===== config.mk =====
export PLATFORM = sky130hd
export DESIGN_NAME = fir_decimator_by8_three_axis_core
export DESIGN_NICKNAME = d
export VERILOG_FILES = /design/src/design/firdec_pkg.sv /design/src/design/fir_decimator_by8_three_axis_core.sv
export SDC_FILE = /design/constraint.sdc
export NUM_CORES = 2
export LEC_CHECK = 0
export BUFFER_PORTS_ARGS = -buffer_cell sky130_fd_sc_hd__buf_2
export CAP_MARGIN = 20
export CELL_PAD_IN_SITES_DETAIL_PLACEMENT = 1
export CELL_PAD_IN_SITES_GLOBAL_PLACEMENT = 1
export CORE_MARGIN = 3
export CORE_UTILIZATION = 57
export DETAILED_ROUTE_END_ITERATION = 8
export PLACE_DENSITY_LB_ADDON = 0.1
export REMOVE_ABC_BUFFERS = 1
export SYNTH_ARGS = -nofsm -noshare
export SYNTH_HDL_FRONTEND = slang
export SYNTH_SLANG_ARGS = --single-unit

===== constraint.sdc =====
create_clock -name clk -period 10.69 [get_ports clk]
set_input_delay 2.138 -clock clk [delete_from_list [all_inputs] [get_ports clk]]
set_output_delay 2.138 -clock clk [all_outputs]
set_load 0.01 [all_outputs]

===== src/design/firdec_pkg.sv =====
// Package for the three-axis FIR decimator: request and result types,
// fixed widths, stage constants and the 15-tap coefficient table.
// No dependencies.
package firdec_pkg;

  localparam int SAMPLE_BITS = 12;
  localparam int COEF_BITS   = 16;
  localparam int PROD_BITS   = SAMPLE_BITS + COEF_BITS;
  localparam int TAPS        = 15;
  localparam int STAGES      = 2;
  localparam int PHASE_BITS  = 4;
  localparam int OUT_SHIFT   = 19;

  localparam logic [PHASE_BITS-1:0] PHASE_DUE    = PHASE_BITS'(TAPS);
  localparam logic [PHASE_BITS-1:0] STAGE1_START = PHASE_BITS'(8);

  typedef logic signed [SAMPLE_BITS-1:0] sample_word_t;
  typedef logic signed [COEF_BITS-1:0]   coef_t;

  typedef struct packed {
    sample_word_t x_sample;
    sample_word_t y_sample;
    sample_word_t z_sample;
  } sample_t;

  typedef struct packed {
    sample_word_t x_out;
    sample_word_t y_out;
    sample_word_t z_out;
  } result_t;

  function automatic coef_t coef_of(input logic [PHASE_BITS-1:0] phase);
    coef_t c;
    case (phase)
      4'd0:    c = 16'sd22504;
      4'd1:    c = 16'sd24378;
      4'd2:    c = 16'sd26033;
      4'd3:    c = 16'sd27436;
      4'd4:    c = 16'sd28559;
      4'd5:    c = 16'sd29378;
      4'd6:    c = 16'sd29877;
      4'd7:    c = 16'sd30044;
      4'd8:    c = 16'sd29877;
      4'd9:    c = 16'sd29378;
      4'd10:   c = 16'sd28559;
      4'd11:   c = 16'sd27436;
      4'd12:   c = 16'sd26033;
      4'd13:   c = 16'sd24378;
      4'd14:   c = 16'sd22504;
      default: c = '0;
    endcase
    return c;
  endfunction

endpackage


===== src/design/fir_decimator_by8_three_axis_core.sv =====
// Top level of the three-axis FIR decimator by eight (15 taps, two stages).
// Depends on firdec_pkg for types, constants and the coefficient table.
//
// Usage:
//   sample channel (sample, sample_valid, sample_stall) takes one three-axis
//   request per cycle when not stalled; result channel (result, result_valid,
//   result_stall) gives one filtered request for every eight samples accepted.
//   Each accepted sample updates both accumulator stages in the cycle it is
//   taken: one 12x16 multiply and one accumulator add per axis and stage.
//   A stage whose phase reaches 15 loads the result register instead; the
//   result is registered and visible in the cycle after the sample that completed it.
//   Throughput: one sample per cycle, sustained unless a held result stalls the input.
//   Receiver stall: the result register holds; samples that complete no
//   result are still taken, a sample that would complete one waits.
//   Reset (rst, synchronous): stage phases go to 0 and 8, sums to zero,
//   result register empties; sample_stall is high while rst is high.
module fir_decimator_by8_three_axis_core
  import firdec_pkg::*;
#(
  parameter int ACC_BITS = 32
) (
  input  logic    clk,
  input  logic    rst,
  input  sample_t sample,
  input  logic    sample_valid,
  output logic    sample_stall,
  output result_t result,
  output logic    result_valid,
  input  logic    result_stall
);

  typedef logic signed [ACC_BITS-1:0] acc_word_t;
  typedef logic signed [PROD_BITS-1:0] prod_t;

  logic [PHASE_BITS-1:0] phase      [STAGES];
  logic [PHASE_BITS-1:0] phase_next [STAGES];
  acc_word_t acc_x [STAGES];
  acc_word_t acc_y [STAGES];
  acc_word_t acc_z [STAGES];
  acc_word_t acc_x_next [STAGES];
  acc_word_t acc_y_next [STAGES];
  acc_word_t acc_z_next [STAGES];
  acc_word_t sh_x [STAGES];
  acc_word_t sh_y [STAGES];
  acc_word_t sh_z [STAGES];
  coef_t     coef [STAGES];
  prod_t     prod_x [STAGES];
  prod_t     prod_y [STAGES];
  prod_t     prod_z [STAGES];

  logic [STAGES-1:0] due;
  logic              accept;
  result_t           emit;

  assign sample_stall = rst | (result_valid & result_stall & (|due));
  assign accept       = sample_valid & ~sample_stall;

  always_comb begin
    emit = '0;
    for (int s = 0; s < STAGES; s++) begin
      due[s]    = (phase[s] == PHASE_DUE);
      coef[s]   = coef_of(phase[s]);
      prod_x[s] = sample.x_sample * coef[s];
      prod_y[s] = sample.y_sample * coef[s];
      prod_z[s] = sample.z_sample * coef[s];
      sh_x[s]   = acc_x[s] >>> OUT_SHIFT;
      sh_y[s]   = acc_y[s] >>> OUT_SHIFT;
      sh_z[s]   = acc_z[s] >>> OUT_SHIFT;
      if (due[s]) begin
        acc_x_next[s] = '0;
        acc_y_next[s] = '0;
        acc_z_next[s] = '0;
        phase_next[s] = '0;
        emit.x_out    = sh_x[s][SAMPLE_BITS-1:0];
        emit.y_out    = sh_y[s][SAMPLE_BITS-1:0];
        emit.z_out    = sh_z[s][SAMPLE_BITS-1:0];
      end else begin
        acc_x_next[s] = acc_x[s] + acc_word_t'(prod_x[s]);
        acc_y_next[s] = acc_y[s] + acc_word_t'(prod_y[s]);
        acc_z_next[s] = acc_z[s] + acc_word_t'(prod_z[s]);
        phase_next[s] = phase[s] + PHASE_BITS'(1);
      end
    end
  end

  always_ff @(posedge clk) begin
    if (rst) begin
      phase[0] <= '0;
      phase[1] <= STAGE1_START;
      for (int s = 0; s < STAGES; s++) begin
        acc_x[s] <= '0;
        acc_y[s] <= '0;
        acc_z[s] <= '0;
      end
    end else if (accept) begin
      for (int s = 0; s < STAGES; s++) begin
        phase[s] <= phase_next[s];
        acc_x[s] <= acc_x_next[s];
        acc_y[s] <= acc_y_next[s];
        acc_z[s] <= acc_z_next[s];
      end
    end
  end

  always_ff @(posedge clk) begin
    if (rst) begin
      result_valid <= 1'b0;
    end else if (accept && (|due)) begin
      result_valid <= 1'b1;
    end else if (!result_stall) begin
      result_valid <= 1'b0;
    end
  end

  always_ff @(posedge clk) begin
    if (accept && (|due)) begin
      result <= emit;
    end
  end

endmodule


Word level (Yosys, flattened, before mapping)
Memory sizes are Yosys's and may differ from the RTL's.
Index checks and enable logic that the tools add are counted.
Storage, ports and cells
  bits in registers: 37
  bits in writable memories: 200
  ROM bits: 480
  memories kept: 6
Memory list
  (name not given): depth 16, width 15, rd ports 1, clocked after memory_dff 0, write ports 0, line firdec_pkg.sv:34  | case (phase)
  (name not given): depth 16, width 15, rd ports 1, clocked after memory_dff 0, write ports 0, line firdec_pkg.sv:34
  acc_x: depth 2, width 32, rd ports 2, clocked after memory_dff 0, write ports 2, line fir_decimator_by8_three_axis_core.sv:37  | acc_word_t acc_x [STAGES];
  acc_y: depth 2, width 32, rd ports 2, clocked after memory_dff 0, write ports 2, line fir_decimator_by8_three_axis_core.sv:38  | acc_word_t acc_y [STAGES];
  acc_z: depth 2, width 32, rd ports 2, clocked after memory_dff 0, write ports 2, line fir_decimator_by8_three_axis_core.sv:39  | acc_word_t acc_z [STAGES];
  phase: depth 2, width 4, rd ports 2, clocked after memory_dff 0, write ports 2, line fir_decimator_by8_three_axis_core.sv:35  | logic [PHASE_BITS-1:0] phase [STAGES];
Cells by class
  $add $sub $neg: 8
  multiply operators: 6
  equality and inequality tests: 3
  multiplexer cells: 25
  bitwise gates (word level): 13
  reductions and logical operators: 2
Operators by type and width (count)
  $mux W32: 12
  $add A32 B28 Y32: 6
  $mul A12 B16 Y28: 6
  $mux W36: 2
  $mux W4: 4
  $or A1 B1 Y1: 9
  $add A4 B1 Y4 const B: 2
  $eq A4 B4 Y1 const B: 2
  $mux W1: 7
  $and A1 B1 Y1: 3
  $ne A2 B1 Y1 const B: 1
  $reduce_or A2 Y1: 1
  $logic_and A1 B1 Y1: 1
  $not A1 Y1: 1

Longest topological paths before layout
An unclocked memory read counts as a cell.
  depth after elaboration: 11
  gate-level depth with buffers: 30
  mapped depth without buffers: 28

Worst setup path after synthesis
Ideal clock, no wire load.
  path kind: input to register
  start point: input sample[27] in the netlist's numbering
  end point: memory acc_x[0][30] in the netlist's numbering, data pin
  library setup time: 0.266 ns
  arrival: 7.304 ns
  data required time: 10.424 ns
  path slack: 3.120 ns
  stages: 20
  path buffers: 2
  path through: clkbuf_1 > nand2_1 > fa_1 > inv_1 > fa_1 > inv_1 > fa_1 > fa_1 > fa_1 > inv_1 > fa_1 > ha_1 > buf_2 > and2_1 > or4_1 > o211ai_1 > a41o_1 > o21ai_0 > xnor2_1 > nor2_1
RTL lines
  from (decl): line fir_decimator_by8_three_axis_core.sv:24  | input sample_t sample,
  to (decl): line fir_decimator_by8_three_axis_core.sv:37

==> qor.yml <==
status: "completed"
die_area_mm2: 0.0943
drc: 0
multi_input_area_mm2: 0.0401
io_buffers: 77
core_area_mm2: 0.0892
die_y_um: 307
cts_sinks: 231
cts_root_buf: "clkbuf_16"
cts_tree: "built"
rsz0062_at_grt: "false"
wl_per_cell_um: 22.4
ys_ff_latch: 231
postCtsHoldBufs: 0
nNetsFinal: 6985
place.gp.congestion: 0.874
cp_common_cell: "fa_1"
worstSkewPairLatency_ps: 580
worst_clock_skew_ps: 18.9
fmax_mhz: 117
synthFlopType: "edfxtp_1"
utilization_pct: 60.9
cp.buffers_inverters: 2
grt_usage_pct: 32.4
regArea_mm2: 0.00693
grt_pass1_wl_mm: 240
yosys_warnings: 0
maxSlewViolCount: 0
htree_levels: 2
wl_mm: 147
crit_path_cell_trace: "buf_2 > clkinv_1 > nor2_1 > fa_1 > fa_1 > fa_1 > fa_1 > fa_1 > ha_1 > ha_1 > a21o_1 > o21a_1 > a311oi_1 > a21oi_1 > a21oi_1 > o21ai_0 > xnor2_1 > nor2_1"
finalSetupViolCount: 0
vias: 38200
cp_max_fo: 26
critPathArrivalTime_ps: 8860
final_antenna_net_count: 0
nFillCells: 10100
finalCritPeriodShare_pct: 80.0
initialDrtViolationCount: 2203
synthCells: 5497
critPathCaptureType: "register"
netlist_area_mm2: 0.0517
worstSetupPathType: "in2reg"
critPathMaxStageDelay_ps: 960
post_cts_buffers: 0
fin_tns_setup_ps: 0
relSlewSlack_pct: 26.2
hold_class: "reg2reg"
overflow: 0
rows: 109
grt_max_degree: 64
seq_area_frac_synth_pct: 13.4
critPathSlowestCell: "clkinv_1"
ios: 78
start_kind: "input port"
initial_core_util_pct: 57.9
period_minus_slack_ps: 8550
grt_pass1_vias: 44100
drive_gt1_share_pct: 4.39
hpwl_mm: 112
cts_resized: 0
synthDistinctLibCells: 76
dr.pass1.iters: 5
via_per_inst: 5.82
clockBufferDepth: 3
worst_pin_slew_ps: 1100
cap_violations: 0
cpLargestDelayFamily: "adder cells"
cts_inserted_buffers: 37
ys_async_sr_fraction_pct: 0
hold_ws_ps: 588
die_w_um: 307
hold_violations: 0
clk_pin_slew_ps: 60
r2r_setup_slack_ps: 2300
crit_required_ps: 11000
synth_edf_count: 230
antenna_found_initial: 5
synth.avg_cell_area_um2: 9.40
synthToLayoutAreaGrowth_pct: 5.04
-- synthesized netlist by cell type, drive strengths merged (6+ instances only) --
library cell  count  area share (%)
nor2b            23            0.28
nand4            29            0.35
fa              936              36
o31a              6            0.10
xnor2           102             1.7
and2            548             6.6
a21oi           165             1.6
a21boi            7            0.10
a21o             67            0.97
and3             14            0.17
xor2             59             1.0
a31oi            20            0.25
a211oi           26            0.43
or3               6           0.073
nor4              8            0.11
o211ai           11            0.16
o31ai            16            0.25
clkbuf          271             2.0
ha              630              15
inv            1020             7.4
edfxtp          230              13
nand3            43            0.45
o21ai           110             1.1
nand2           600             4.4
nor2            311             2.3
o21a             26            0.38
buf              18            0.15
nand2b           39            0.47
nor3             33            0.32
a22o             25            0.42
o21bai           19            0.28
-- worst register-to-register path: stages, from the launching register on --
cell      delay (ps)
edfxtp_1         650
inv_1            230
ha_1             470
nor2_1           110
o31ai_4          760
buf_4            500
nand2_1          160
fa_1             540
fa_1             570
fa_1             440
fa_1             470
fa_1             500
inv_1             50
fa_1             450
ha_1             410
and2_1           190
or4_1            430
o211ai_1         490
a31oi_1          260
nor2_1           230
xor2_1           180
nor2_1            60
-- routing by layer --
metal | track usage [%] | up-vias | wire [um]
li1 | - | 16800 | -
met2 | 56.4 | 1094 | 73400
met3 | 4.56 | 306 | 8420
met5 | 0 | - | 23
met4 | 11.3 | 4 | 5630
met1 | 41.6 | 20000 | 59300
-- registers in the layout, indices dropped and copies added (netlist names) --
name	count
result	36
acc_z	62
phase	8
result_valid	1
acc_y	62
acc_x	62
-- layout make-up --
cell class,instances,area share [%]
Clock buffer,46,1.79
Inverter,1021,7.06
Multi-Input combinational cell,3956,73.9
Clock inverter,17,0.256
Tap cell,1165,2.68
Antenna cell,2,0.00922
Timing Repair Buffer,132,1.56
Sequential cell,231,12.8
-- layout by cell type, fill, tap and decap left out, types with 7 or more instances in the layout --
cell type and instances:
edfxtp_1 230, and3_1 14, ha_1 630, and2_1 548, clkbuf_16 37, nor3_1 33, o21ai_0 96, xor2_1 59
o21bai_1 19, nand3_1 39, o21a_1 26, buf_2 77, nand2b_1 38, a211oi_1 21, nor4_1 7, inv_1 1020
a21oi_1 154, o31ai_1 12, o21ai_1 8, a31oi_1 19, a21oi_4 11, fa_1 936, a22o_1 25, nor2b_1 23
xnor2_1 102, a21o_1 67, nor2_1 308, o211ai_1 11, nand2_1 599, buf_4 52, clkbuf_1 8, a21boi_0 7
nand4_1 29
-- stage by stage --
step | worst slack [ps] | std cells | area, um2
floorplan | 2720 | 5208 | 50600
global placement | 1880 | 6502 | 53100
detailed placement | 1580 | 6503 | 53100
CTS | 2180 | 6566 | 54200
global route | 1830 | 6570 | 54300
finish | 2140 | 6570 | 54300
-- kinds of logic after synthesis --
group | Yosys count | share of synthesized area [%]
muxes | 9 | 0.228
AOI/OAI and AO/OA | 548 | 6.85
xor gates and xnor gates | 161 | 2.73
DFF | 231 | 13.4
and+or+nand+nor | 1672 | 15.7
buffers and inverters | 1310 | 9.54
adders and majority gates | 1566 | 51.5
-- path summary, 6_finish.rpt --
path                 from           end  cells after the start
max            sample[23]  acc_y[0][61]                     18
min          result_valid  result_valid                      2
max reg2reg   phase[0][1]  acc_x[0][26]                     21
min reg2reg  result_valid  result_valid                      2
Power is not shown: default switching activity piles up to over one toggle a cycle in this logic, so the estimate is an artifact.
